File: src/design/eloc_pkg.sv
// Shared types and constants for the XML element locator.
package eloc_pkg;

  localparam int          NAME_BYTES    = 16;
  localparam logic [4:0]  MAX_TAG_BYTES = 5'd16;
  localparam int          OUT_BITS      = 16;

  localparam logic [7:0] CHAR_LT    = 8'h3C;
  localparam logic [7:0] CHAR_GT    = 8'h3E;
  localparam logic [7:0] CHAR_SPACE = 8'h20;
  localparam logic [7:0] CHAR_SLASH = 8'h2F;

  localparam logic [1:0] REG_TAG_LOW  = 2'd0;
  localparam logic [1:0] REG_TAG_HIGH = 2'd1;
  localparam logic [1:0] REG_TAG_LEN  = 2'd2;

  typedef enum logic [2:0] {
    PH_SEEK_OPEN  = 3'd0,
    PH_NAME_OPEN  = 3'd1,
    PH_ATTRS      = 3'd2,
    PH_CONTENT    = 3'd3,
    PH_LT         = 3'd4,
    PH_NAME_CLOSE = 3'd5
  } phase_t;

  typedef struct packed {
    logic [NAME_BYTES-1:0][7:0] name;
    logic [4:0]                 len;
  } cfg_t;

  typedef struct packed {
    logic [7:0] text_byte;
    logic       final_byte;
    logic       is_lt;
    logic       is_gt;
    logic       is_space;
    logic       is_slash;
  } mid_item_t;

  typedef struct packed {
    logic                found;
    logic [OUT_BITS-1:0] element_start;
    logic [OUT_BITS-1:0] content_start;
    logic [OUT_BITS-1:0] content_length;
    logic [OUT_BITS-1:0] element_length;
  } result_t;

endpackage

File: src/design/eloc_fifo.sv
// Small flip-flop queue with a combinational head, used between the stages and at the output.
module eloc_fifo #(
  parameter int WIDTH = 8,
  parameter int DEPTH = 2
) (
  input  logic             clk,
  input  logic             rst,
  input  logic             push,
  input  logic [WIDTH-1:0] push_data,
  input  logic             pop,
  output logic [WIDTH-1:0] head,
  output logic             empty,
  output logic             full
);

  localparam int PTR_BITS = (DEPTH > 1) ? $clog2(DEPTH) : 1;
  localparam int CNT_BITS = $clog2(DEPTH + 1);

  logic [WIDTH-1:0]    slots [DEPTH];
  logic [PTR_BITS-1:0] rd_ptr;
  logic [PTR_BITS-1:0] wr_ptr;
  logic [CNT_BITS-1:0] count;
  logic                do_push;
  logic                do_pop;

  assign empty   = (count == '0);
  assign full    = (count == CNT_BITS'(DEPTH));
  assign do_push = push && !full;
  assign do_pop  = pop && !empty;
  assign head    = slots[rd_ptr];

  always_ff @(posedge clk) begin
    if (do_push) begin
      slots[wr_ptr] <= push_data;
    end
  end

  always_ff @(posedge clk) begin
    if (rst) begin
      rd_ptr <= '0;
      wr_ptr <= '0;
      count  <= '0;
    end else begin
      if (do_push) begin
        wr_ptr <= (wr_ptr == PTR_BITS'(DEPTH - 1)) ? '0 : wr_ptr + 1'b1;
      end
      if (do_pop) begin
        rd_ptr <= (rd_ptr == PTR_BITS'(DEPTH - 1)) ? '0 : rd_ptr + 1'b1;
      end
      if (do_push && !do_pop) begin
        count <= count + 1'b1;
      end else if (do_pop && !do_push) begin
        count <= count - 1'b1;
      end
    end
  end

endmodule

File: src/design/eloc_front.sv
// Front stage: classifies each incoming byte against the markup characters.
module eloc_front (
  input  logic                 [7:0] text_byte,
  input  logic                       final_byte,
  output eloc_pkg::mid_item_t        item
);

  import eloc_pkg::*;

  always_comb begin
    item.text_byte  = text_byte;
    item.final_byte = final_byte;
    item.is_lt      = (text_byte == CHAR_LT);
    item.is_gt      = (text_byte == CHAR_GT);
    item.is_space   = (text_byte == CHAR_SPACE);
    item.is_slash   = (text_byte == CHAR_SLASH);
  end

endmodule

File: src/design/eloc_back.sv
// Back stage: tag matching state machine, offset tracking and result forming.
module eloc_back #(
  parameter int POSITION_BITS = 16
) (
  input  logic                clk,
  input  logic                rst,
  input  eloc_pkg::cfg_t      cfg,
  input  eloc_pkg::mid_item_t in_item,
  input  logic                in_valid,
  output logic                in_pop,
  input  logic                out_full,
  output logic                out_push,
  output eloc_pkg::result_t   out_item
);

  import eloc_pkg::*;

  localparam logic [POSITION_BITS-1:0] POS_LIMIT = '1;

  phase_t                   phase, phase_next;
  logic [4:0]               match_index, match_index_next;
  logic [POSITION_BITS-1:0] byte_position, byte_position_next;
  logic [POSITION_BITS-1:0] saved_element_start, saved_element_start_next;
  logic [POSITION_BITS-1:0] saved_content_start, saved_content_start_next;
  logic [POSITION_BITS-1:0] saved_close_position, saved_close_position_next;
  logic                     result_given, result_given_next;

  logic [4:0] eff_len;
  logic       name_ok;
  logic       name_done;
  logic       active;
  logic       hit;
  logic       step;

  assign step     = in_valid && !out_full;
  assign in_pop   = step;
  assign eff_len  = (cfg.len > MAX_TAG_BYTES) ? MAX_TAG_BYTES : cfg.len;
  assign name_ok  = (match_index < eff_len) &&
                    (in_item.text_byte == cfg.name[match_index[3:0]]);
  assign name_done = (match_index >= eff_len);
  assign active   = !result_given && (byte_position != POS_LIMIT);

  always_comb begin
    phase_next                = phase;
    match_index_next          = match_index;
    saved_element_start_next  = saved_element_start;
    saved_content_start_next  = saved_content_start;
    saved_close_position_next = saved_close_position;
    result_given_next         = result_given;
    hit                       = 1'b0;

    if (active) begin
      unique case (phase)
        PH_SEEK_OPEN: begin
          if (in_item.is_lt) begin
            phase_next       = PH_NAME_OPEN;
            match_index_next = '0;
          end
        end
        PH_NAME_OPEN: begin
          if (name_ok) begin
            match_index_next = match_index + 1'b1;
          end else if (name_done && (in_item.is_gt || in_item.is_space)) begin
            saved_element_start_next = byte_position;
            if (in_item.is_gt) begin
              saved_content_start_next = byte_position + 1'b1;
              phase_next               = PH_CONTENT;
            end else begin
              phase_next = PH_ATTRS;
            end
          end else if (in_item.is_lt) begin
            match_index_next = '0;
          end else begin
            phase_next = PH_SEEK_OPEN;
          end
        end
        PH_ATTRS: begin
          if (in_item.is_gt) begin
            saved_content_start_next = byte_position + 1'b1;
            phase_next               = PH_CONTENT;
          end
        end
        PH_CONTENT: begin
          if (in_item.is_lt) begin
            saved_close_position_next = byte_position;
            phase_next                = PH_LT;
          end
        end
        PH_LT: begin
          if (in_item.is_slash) begin
            phase_next       = PH_NAME_CLOSE;
            match_index_next = '0;
          end else if (in_item.is_lt) begin
            saved_close_position_next = byte_position;
          end else begin
            phase_next = PH_CONTENT;
          end
        end
        PH_NAME_CLOSE: begin
          if (name_ok) begin
            match_index_next = match_index + 1'b1;
          end else if (name_done && in_item.is_gt) begin
            hit = 1'b1;
          end else if (in_item.is_lt) begin
            saved_close_position_next = byte_position;
            phase_next                = PH_LT;
          end else begin
            phase_next = PH_CONTENT;
          end
        end
        default: begin
          phase_next = PH_SEEK_OPEN;
        end
      endcase
    end

    if (hit) begin
      result_given_next = 1'b1;
    end

    byte_position_next = (byte_position == POS_LIMIT) ? byte_position
                                                      : byte_position + 1'b1;

    // A final byte ends the buffer; everything but the configuration restarts.
    if (in_item.final_byte) begin
      phase_next                = PH_SEEK_OPEN;
      match_index_next          = '0;
      byte_position_next        = '0;
      saved_element_start_next  = '0;
      saved_content_start_next  = '0;
      saved_close_position_next = '0;
      result_given_next         = 1'b0;
    end
  end

  always_comb begin
    out_push = step && (hit || (in_item.final_byte && !result_given));
    if (hit) begin
      out_item.found          = 1'b1;
      out_item.element_start  = OUT_BITS'(saved_element_start);
      out_item.content_start  = OUT_BITS'(saved_content_start);
      out_item.content_length = OUT_BITS'(saved_close_position) -
                                OUT_BITS'(saved_content_start);
      out_item.element_length = OUT_BITS'(byte_position) + 1'b1 -
                                OUT_BITS'(saved_element_start);
    end else begin
      out_item = '0;
    end
  end

  always_ff @(posedge clk) begin
    if (rst) begin
      phase                <= PH_SEEK_OPEN;
      match_index          <= '0;
      byte_position        <= '0;
      saved_element_start  <= '0;
      saved_content_start  <= '0;
      saved_close_position <= '0;
      result_given         <= 1'b0;
    end else if (step) begin
      phase                <= phase_next;
      match_index          <= match_index_next;
      byte_position        <= byte_position_next;
      saved_element_start  <= saved_element_start_next;
      saved_content_start  <= saved_content_start_next;
      saved_close_position <= saved_close_position_next;
      result_given         <= result_given_next;
    end
  end

endmodule

File: src/design/xml_element_locator_top.sv
// Top level of the XML element locator: config registers, stages and queues.
//
// The block scans a text buffer one byte per request and reports the first
// element whose tag name equals the configured name (up to sixteen bytes).
// Input side: a queue-like port. A byte request is taken at a rising edge
// where push is high and full is low; final_byte marks the buffer's last byte.
// Output side: while empty is low, the oldest result is on found and the four
// offset/length ports; it is taken at a rising edge where pop is high.
// Each buffer yields exactly one result: at the closing '>' of the matching
// element (found high), or at the final byte with everything zero if nothing
// matched. After the final byte the search state restarts for a new buffer.
// Throughput is one byte per cycle while the output queue is not full; the
// matching state machine in the back stage updates once per byte. The byte
// waits at the front queue's head until the back stage takes it; its result
// is then written into the output queue and shown on the output ports.
// When the receiver stops popping, the output queue fills, the back stage
// holds, the front queue fills, and full rises; no request is lost.
// Reset (rst, synchronous) empties both queues, restarts the search and sets
// the tag name to zeros with a tag length of one. Configuration is written
// through cfg_write/cfg_index/cfg_data while the block is idle.
module xml_element_locator_top #(
  parameter int POSITION_BITS = 16
) (
  input  logic        clk,
  input  logic        rst,
  input  logic        push,
  output logic        full,
  input  logic [7:0]  text_byte,
  input  logic        final_byte,
  input  logic        cfg_write,
  input  logic [1:0]  cfg_index,
  input  logic [63:0] cfg_data,
  output logic        empty,
  input  logic        pop,
  output logic        found,
  output logic [15:0] element_start,
  output logic [15:0] content_start,
  output logic [15:0] content_length,
  output logic [15:0] element_length
);

  import eloc_pkg::*;

  localparam int QUEUE_DEPTH = 2;

  // Configuration registers; the user must write them only while no byte is in flight (not enforced here).
  logic [63:0] tag_low;
  logic [63:0] tag_high;
  logic [4:0]  tag_len;
  cfg_t        cfg;

  always_ff @(posedge clk) begin
    if (rst) begin
      tag_low  <= '0;
      tag_high <= '0;
      tag_len  <= 5'd1;
    end else if (cfg_write) begin
      case (cfg_index)
        REG_TAG_LOW:  tag_low  <= cfg_data;
        REG_TAG_HIGH: tag_high <= cfg_data;
        REG_TAG_LEN:  tag_len  <= cfg_data[4:0];
        default: ;
      endcase
    end
  end

  assign cfg.name = {tag_high, tag_low};
  assign cfg.len  = tag_len;

  // Front: classify each byte and park it in the front queue.
  mid_item_t front_item;
  mid_item_t mid_head;
  logic      mid_empty;
  logic      mid_pop;

  eloc_front u_front (
    .text_byte  (text_byte),
    .final_byte (final_byte),
    .item       (front_item)
  );

  eloc_fifo #(
    .WIDTH ($bits(mid_item_t)),
    .DEPTH (QUEUE_DEPTH)
  ) u_mid_queue (
    .clk       (clk),
    .rst       (rst),
    .push      (push),
    .push_data (front_item),
    .pop       (mid_pop),
    .head      (mid_head),
    .empty     (mid_empty),
    .full      (full)
  );

  // Back: run the tag matcher one byte per cycle whenever results can drain.
  result_t back_result;
  result_t out_head;
  logic    out_push;
  logic    out_full;

  eloc_back #(
    .POSITION_BITS (POSITION_BITS)
  ) u_back (
    .clk      (clk),
    .rst      (rst),
    .cfg      (cfg),
    .in_item  (mid_head),
    .in_valid (!mid_empty),
    .in_pop   (mid_pop),
    .out_full (out_full),
    .out_push (out_push),
    .out_item (back_result)
  );

  // Result queue decouples the matcher from a stalling receiver.
  eloc_fifo #(
    .WIDTH ($bits(result_t)),
    .DEPTH (QUEUE_DEPTH)
  ) u_out_queue (
    .clk       (clk),
    .rst       (rst),
    .push      (out_push),
    .push_data (back_result),
    .pop       (pop),
    .head      (out_head),
    .empty     (empty),
    .full      (out_full)
  );

  assign found          = out_head.found;
  assign element_start  = out_head.element_start;
  assign content_start  = out_head.content_start;
  assign content_length = out_head.content_length;
  assign element_length = out_head.element_length;

endmodule

File: config.mk
export PLATFORM = sky130hd
export DESIGN_NAME = xml_element_locator_top
export DESIGN_NICKNAME = d
export VERILOG_FILES = /design/src/design/eloc_pkg.sv /design/src/design/eloc_fifo.sv /design/src/design/eloc_front.sv /design/src/design/eloc_back.sv /design/src/design/xml_element_locator_top.sv
export SDC_FILE = /design/constraint.sdc
export NUM_CORES = 1
export LEC_CHECK = 0
export BUFFER_PORTS_ARGS = -buffer_cell sky130_fd_sc_hd__buf_2
export CORE_UTILIZATION = 59
export DETAILED_ROUTE_END_ITERATION = 8
export HOLD_SLACK_MARGIN = 0.12
export PLACE_DENSITY = 0.81
export SYNTH_ARGS = -nofsm -noshare
export SYNTH_HDL_FRONTEND = slang
export SYNTH_SLANG_ARGS = --single-unit
File: constraint.sdc
create_clock -name clk -period 15.3 [get_ports clk]
set_input_delay 1.53 -clock clk [delete_from_list [all_inputs] [get_ports clk]]
set_output_delay 1.53 -clock clk [all_outputs]
set_load 0.005 [all_outputs]
Word level (Yosys, flattened, before mapping)
Memories as Yosys holds them, arrays and structs flattened. A register that Yosys moved wholly into a read port is not among the register bits.
Index checks and enable logic that the tools add are counted.
- word-level logic and storage cells: 183
- memories kept: 2
- register bits after elaboration: 214
- RAM bits: 156
- bits of input ports: 80
- output and inout bits: 67
- memories (name ; words ; bits a word ; rd ports ; clocked after memory_dff ; wr ports ; RTL line ; source):
    u_out_queue.slots ; 2 ; 65 ; 1 ; 1 ; 1 ; eloc_fifo.sv:19 ; logic [WIDTH-1:0] slots [DEPTH];
    u_mid_queue.slots ; 2 ; 13 ; 1 ; 1 ; 1 ; eloc_fifo.sv:19 ;
- reduce and logical (&&, ||, !) cells: 49
- $add $sub $neg: 12
- eq/ne operators: 31
- $lt $le $gt $ge: 4
- mux-type cells: 69
- operators by type and width (operator ; number):
    16-bit 2-to-1 mux ; 18
    65-bit 2-to-1 mux ; 1
    16-bit case mux with 3 select lines ; 1
    5-bit 2-to-1 mux ; 8
    3-bit 2-to-1 mux ; 13
    8-bit binary-select mux with 4-bit select ; 1
    8-bit by 6-bit equality test with 1-bit output, second input constant ; 4
    16-bit case mux with 2 select lines ; 1
    16-bit subtractor ; 2
    3-bit by 2-bit inequality test with 1-bit output, second input constant ; 7
    5-bit case mux with 4 select lines ; 1
    1-bit 2-to-1 mux ; 19
    3-bit case mux with 6 select lines ; 1
    16-bit by 1-bit adder with 16-bit output, second input constant ; 1
    16-bit equality test, second input constant ; 1
    16-bit inequality test, second input constant ; 1
    1-bit logical AND ; 15
    6-bit AND reduction ; 2
    2-bit nonzero test ; 6
    10-bit AND reduction ; 1
    2-bit AND reduction ; 5
    5-bit AND reduction ; 2
    1-bit zero test ; 9
    3-bit by 1-bit inequality test with 1-bit output, second input constant ; 3
    other kinds (25) ; 42

Depth between registers and ports, before layout
- depth in word-level cells: 15
- depth in mapped cells: 17
- depth with buffers taken out: 16

Modules after synthesis
A second synthesis with hierarchy kept.
- cells, all modules: 1639
- area, all modules: 18237.5 sq um
- modules (own cells, without submodules) (module ; area an instance (sq um) ; times used ; cells each):
    eloc_back ; 6585.1 ; 1 ; 823
    xml_element_locator_top ; 5461.5 ; 1 ; 506
    eloc_fifo at u_out_queue ; 4901.0 ; 1 ; 227
    eloc_fifo at u_mid_queue ; 1149.9 ; 1 ; 65
    eloc_front ; 140.1 ; 1 ; 18

Least setup slack after synthesis
No wires, ideal clock.
- kind: flip-flop to flip-flop
- start point: reg u_back.match_index[1]
- end point: mem u_out_queue.slots[0][0] (netlist bit) (enable)
- data required time: 14804 ps
- clock period less this slack: 6240 ps
- cell stages (with the launch flop): 13
- arrival: 5743 ps
- setup slack: 9060 ps
- cell sequence: dfxtp_1 buf_2 mux4_2 mux4_2 xor2_1 o2111ai_2 a2111oi_4 and2_4 or4_1 buf_2 clkinv_4 o21a_4 nor2b_1
- word-level cells in the longest chain between the ends: 12
- elaborated cells on any way between the ends: 16
- those cells by class: order compare: 2; eq/ne: 1; mux: 8; reduce/logical: 5
- ends and longest elaborated chain (item ; RTL line ; source):
    start, declared ; eloc_back.sv:21 ; logic [4:0] match_index, match_index_next;
    start signal, assigned ; eloc_back.sv:162 ; match_index <= match_index_next;
    8-bit binary-select mux with 4-bit select ; eloc_back.sv:39 ; (in_item.text_byte == cfg.name[match_index[3:0]]);
    8-bit 2-to-1 mux (implied by the code) ; eloc_back.sv:39 ;
    8-bit equality test ; eloc_back.sv:39 ;
    1-bit logical AND ; eloc_back.sv:38 ; assign name_ok = (match_index < eff_len) &&
    1-bit 2-to-1 mux * ; eloc_back.sv:100 ; if (name_ok) begin
    1-bit 2-to-1 mux * ; eloc_back.sv:53 ; unique case (phase)
    1-bit 2-to-1 mux * ; eloc_back.sv:52 ; if (active) begin
    1-bit logical OR * ; eloc_back.sv:137 ; out_push = step && (hit || (in_item.final_byte && !result_given));
    1-bit logical AND * ; eloc_back.sv:137 ;
    1-bit logical AND * ; eloc_fifo.sv:28 ; assign do_push = push && !full;
    named net u_out_queue.do_push ; eloc_fifo.sv:23 ; logic do_push;
    1-bit 2-to-1 mux * ; eloc_fifo.sv:33 ; if (do_push) begin
    1-bit 2-to-1 mux (implied by the code) * ; eloc_fifo.sv:34 ; slots[wr_ptr] <= push_data;
    end, declared ; eloc_fifo.sv:19 ;
Mark *: on every way through the listed nets, which the timed path passes. The rest lies on a longest branch. The select of a mux whose other input is x is not followed.

Worst setup path in the final report
- start point: reg u_back.match_index[2]
- end point: mem u_out_queue.slots[1][43] (netlist bit) (enable)
Same word-level chain as after synthesis.

==> reports/qor.csv <==
stage;metric;value;unit
outcome;status;completed;
min_path;hold depth;2;
sta;Final setup viols;0;
detailed_routing;initial drt markers;1055;
logic_synthesis;Ys Warns;0;
min_path;worst hold path class;reg -> reg;
pwr;pwr dens;138;mW/mm^2
critical_path;CP delay by family, top;simple AND/OR/NAND/NOR gates;
die;Row Count;61;
logic_synthesis;Netlist cell types;74;
logic_synthesis;mux cell area share after synthesis;0.108;
die;core box area;0.0282;sq mm
critical_path;Startpoint Class;register;
clocking;setup bufs post-CTS;0;
global_routing;number of global-route vias before repair;12500;
final_layout;nets;1898;
logic_synthesis;compound-cell area share of the yosys netlist;0.120;
global_routing;global-route wire length before repair;62000;um
critical_path;CP required;15.44;ns
pwr;P_leak;0.00682;uW
final_layout;multi-input gate area in the final layout;0.00738;sq mm
sta;Worst-Margin Slew;1.14;ns
clocking;cts hold-fix bufs;0;
clocking;post-cts sizing count;0;
job;max_cap viols;0;
logic_synthesis;cell count after synthesis;1678;
global_routing;GRT overflow;0;
clocking;Clock transition at path regs;0.06;ns
critical_path;crit-path max FO;65;
pwr;Design Power;2640;uW
final_layout;ant diodes;0;
clocking;worst skew pair latency;0.52;ns
clocking;Clk Tree Root Cell;clkbuf_16;
detailed_routing;Initial DRT Pass Iterations;5;
sta;Final Hold Fails;0;
final_layout;register area;0.00901;sq mm
die;die width;172;um
sta;min Tclk post-route;5.44;ns
detailed_routing;post-route DRC violation count;0;
final_layout;Layout fillers;2055;
sta;RSZ-0062 raised after global routing;no;
logic_synthesis;Post-Synth Simple-Gate Area;0.144;
global_routing;largest net degree at the start of global routing;122;
detailed_routing;Via density;5.87;
final_layout;fin cells;2181;
critical_path;crit-path cells;buf_4 -> mux4_2 -> mux2i_1 -> xor2_1 -> or3_1 -> a2111oi_4 -> and2_4 -> or4_2 -> clkinv_4 -> o21a_4 -> and2_2 -> buf_4;
critical_path;Arr. time, crit path;5.59;ns
placed_design;post-placement cell count;2115;
die;total die area;0.0297;sq mm
logic_synthesis;Syn Area/Cell;10.2;sq um
global_routing;initial antenna violation count;0;
sta;Fin Hold WS;0.455;ns
logic_synthesis;Seq/Total Area, Yosys;0.527;
sta;final setup TNS;0;ns
clocking;H-tree Lvls;2;
logic_synthesis;EDFF count, synth;156;
logic_synthesis;post-synthesis adder-cell area fraction;0.0309;
critical_path;Top cell by count, worst path;buf_4;
sta;Peak Freq;184;MHz
die;I/O pins;147;
final_layout;Layout area overhead;12.2;%
critical_path;R2R cell count;12;
detailed_routing;vias;12800;
critical_path;Crit. End Element;register;
sta;clock skew;0.0153;ns
detailed_routing;Detailed Route WL;38300;um
final_layout;layout cells sized above 1;0.189;
logic_synthesis;asr flop ratio synth;0;
logic_synthesis;number of synthesized register bits;372;
detailed_routing;ANT nets after route;0;
placed_design;HPWL Detailed;25600;um
critical_path;Crit path largest cell delay;0.85;ns
placed_design;gpl congestion;0.854;
global_routing;GRT Util Overall;0.264;
pwr;Max VDD drop;0.0862;mV
sta;final slew viol count;0;
logic_synthesis;XOR/XNOR Fraction of Synth Area;0.0277;
placed_design;Buffers on Ports;146;
critical_path;Worst Setup Path Type;reg -> reg;
clocking;TritonCTS clock tree;built;
sta;period utilization;0.356;
critical_path;Slowest-stage cell, CP;or4_2;
logic_synthesis;largest family of logic cells by synthesized area;simple AND/OR/NAND/NOR gates;
die;chip height;172;um
clocking;Num CTS Buffers;38;
logic_synthesis;synthesized net count;1799;
detailed_routing;DR WL/cell;17.6;um
clocking;Max clock buf depth;3;
clocking;clock sink count;372;
logic_synthesis;Mapped Area;0.0171;sq mm
final_layout;share of the core filled with cells;0.681;
critical_path;Critical Path Stages;12;
die;Starting Density;0.607;
sta;Max transition margin;0.232;
critical_path;CP Buf/Inv Count;3;
logic_synthesis;Primary FF master, synth;dfxtp_1;
==> registers in the layout (all words and copies together) (netlist names), 5 cells and up, named ones only <==
register,cells
u_back.saved_content_start,16
u_back.saved_close_position,16
u_back.saved_element_start,16
tag_len,5
u_back.byte_position,16
tag_high,64
u_out_queue.slots,130
tag_low,64
u_mid_queue.slots,26
u_back.match_index,5
==> worst paths after layout <==
check | from | to | slack (ns)
worst max register to register | u_back.match_index[2]$_SDFFE_PP0P_ | u_out_queue.slots[1][43]$_DFFE_PP_ | 9.86
worst max-delay path | u_back.match_index[2]$_SDFFE_PP0P_ | u_out_queue.slots[1][43]$_DFFE_PP_ | 9.86
worst min-delay path | tag_low[16]$_SDFFE_PP0P_ | tag_low[16]$_SDFFE_PP0P_ | 0.45
worst min register to register | tag_low[16]$_SDFFE_PP0P_ | tag_low[16]$_SDFFE_PP0P_ | 0.45
==> power breakdown <==
group          internal (uW)  total (uW)  switching (uW)
combinational            237         547             311
clock                    522         892             370
sequential              1150        1200            49.1
total                   1910        2640             730
==> tightest hold or removal path, cell delays in order, from the launching register on <==
cell and delay [ns]:
dfxtp_1 0.31, nand2_1 0.05, a21oi_1 0.05
==> layout by cell type (no fill, tap or decap), drive strengths merged, types with 6 or more instances in the layout <==
cell type / Yosys / layout
or3: 7 / 7
xnor2: 31 / 31
a21oi: 178 / 178
clkinv: 2 / 11
o211ai: 6 / 6
nor2: 135 / 135
dfxtp: 216 / 216
nand2b: 13 / 13
o2bb2ai: 16 / 16
and2: 11 / 11
xor2: 23 / 23
nor3: 19 / 19
nor2b: 7 / 7
mux4: 31 / 31
mux2i: 31 / 31
o21ai: 32 / 32
mux2: 74 / 74
a21o: 11 / 11
inv: 70 / 73
a31oi: 8 / 8
nand4: 7 / 7
edfxtp: 156 / 156
nand2: 309 / 309
buf: 29 / 160
a22oi: 30 / 30
clkbuf: 72 / 51
and3: 12 / 12
nand3: 30 / 30
nor4: 10 / 10
ha: 39 / 39
==> layer usage <==
metal | share of wire | GRT usage | wire [um] | up-vias
met2 | 0.51 | 0.464 | 19400 | 440
li1 | - | - | - | 6098
met5 | 0 | 0 | 0 | -
met1 | 0.40 | 0.329 | 15500 | 6165
met4 | 0.030 | 0.0962 | 1150 | 0
met3 | 0.061 | 0.0389 | 2330 | 89
==> synthesized netlist by cell type (5+ instances only) <==
library cell | n | share of area
or3_1 | 7 | 0.0026
o2bb2ai_1 | 16 | 0.0082
edfxtp_1 | 156 | 0.27
buf_4 | 7 | 0.0031
and2_1 | 10 | 0.0037
inv_1 | 68 | 0.015
a31oi_1 | 7 | 0.0026
nand4_1 | 7 | 0.0026
mux4_2 | 31 | 0.041
nor4_1 | 9 | 0.0033
mux2_2 | 74 | 0.049
nand2_1 | 309 | 0.068
a21o_1 | 11 | 0.0048
clkbuf_1 | 72 | 0.016
dfxtp_1 | 216 | 0.25
xor2_1 | 23 | 0.012
buf_1 | 8 | 0.0018
o21ai_0 | 30 | 0.0088
nand3_1 | 30 | 0.0088
nor3_1 | 19 | 0.0056
a22oi_1 | 30 | 0.013
ha_1 | 39 | 0.029
a21oi_1 | 178 | 0.052
nor2_1 | 135 | 0.030
and3_1 | 12 | 0.0044
buf_2 | 10 | 0.0029
mux2i_1 | 31 | 0.018
o211ai_1 | 6 | 0.0026
a211o_1 | 5 | 0.0026
nor2b_1 | 7 | 0.0026
nand2b_1 | 13 | 0.0048
xnor2_1 | 31 | 0.016
==> logic make-up (layout without fill, tap and decap cells) <==
family / count (synthesis) / count (layout)
multiplexers: 136 / 136
flip-flops: 372 / 372
AND/OR/NAND/NOR: 575 / 575
buffers and inverters: 173 / 298
AO/OA/AOI/OAI: 327 / 327
adder cells (fa/ha/maj): 41 / 41
XOR/XNOR: 54 / 54
==> area by class of cell <==
type,count,share of cell area
Multi-Input combinational cell,1133,0.385
Clock inverter,15,0.00685
Timing Repair Buffer,160,0.0439
Clock buffer,51,0.0554
Inverter,72,0.0144
Tap cell,378,0.0247
Sequential cell,372,0.470
==> per-stage QoR <==
step / cell area, sq um / setup slack, ns
4_1_cts: 19200 / 9.84
6_report: 19200 / 9.86
3_5_place_dp: 18000 / 9.85
5_1_grt: 19200 / 9.55
3_3_place_gp: 18000 / 9.99
2_1_floorplan: 17100 / 9.06
No activity file was read; power rests on OpenSTA's default activity.
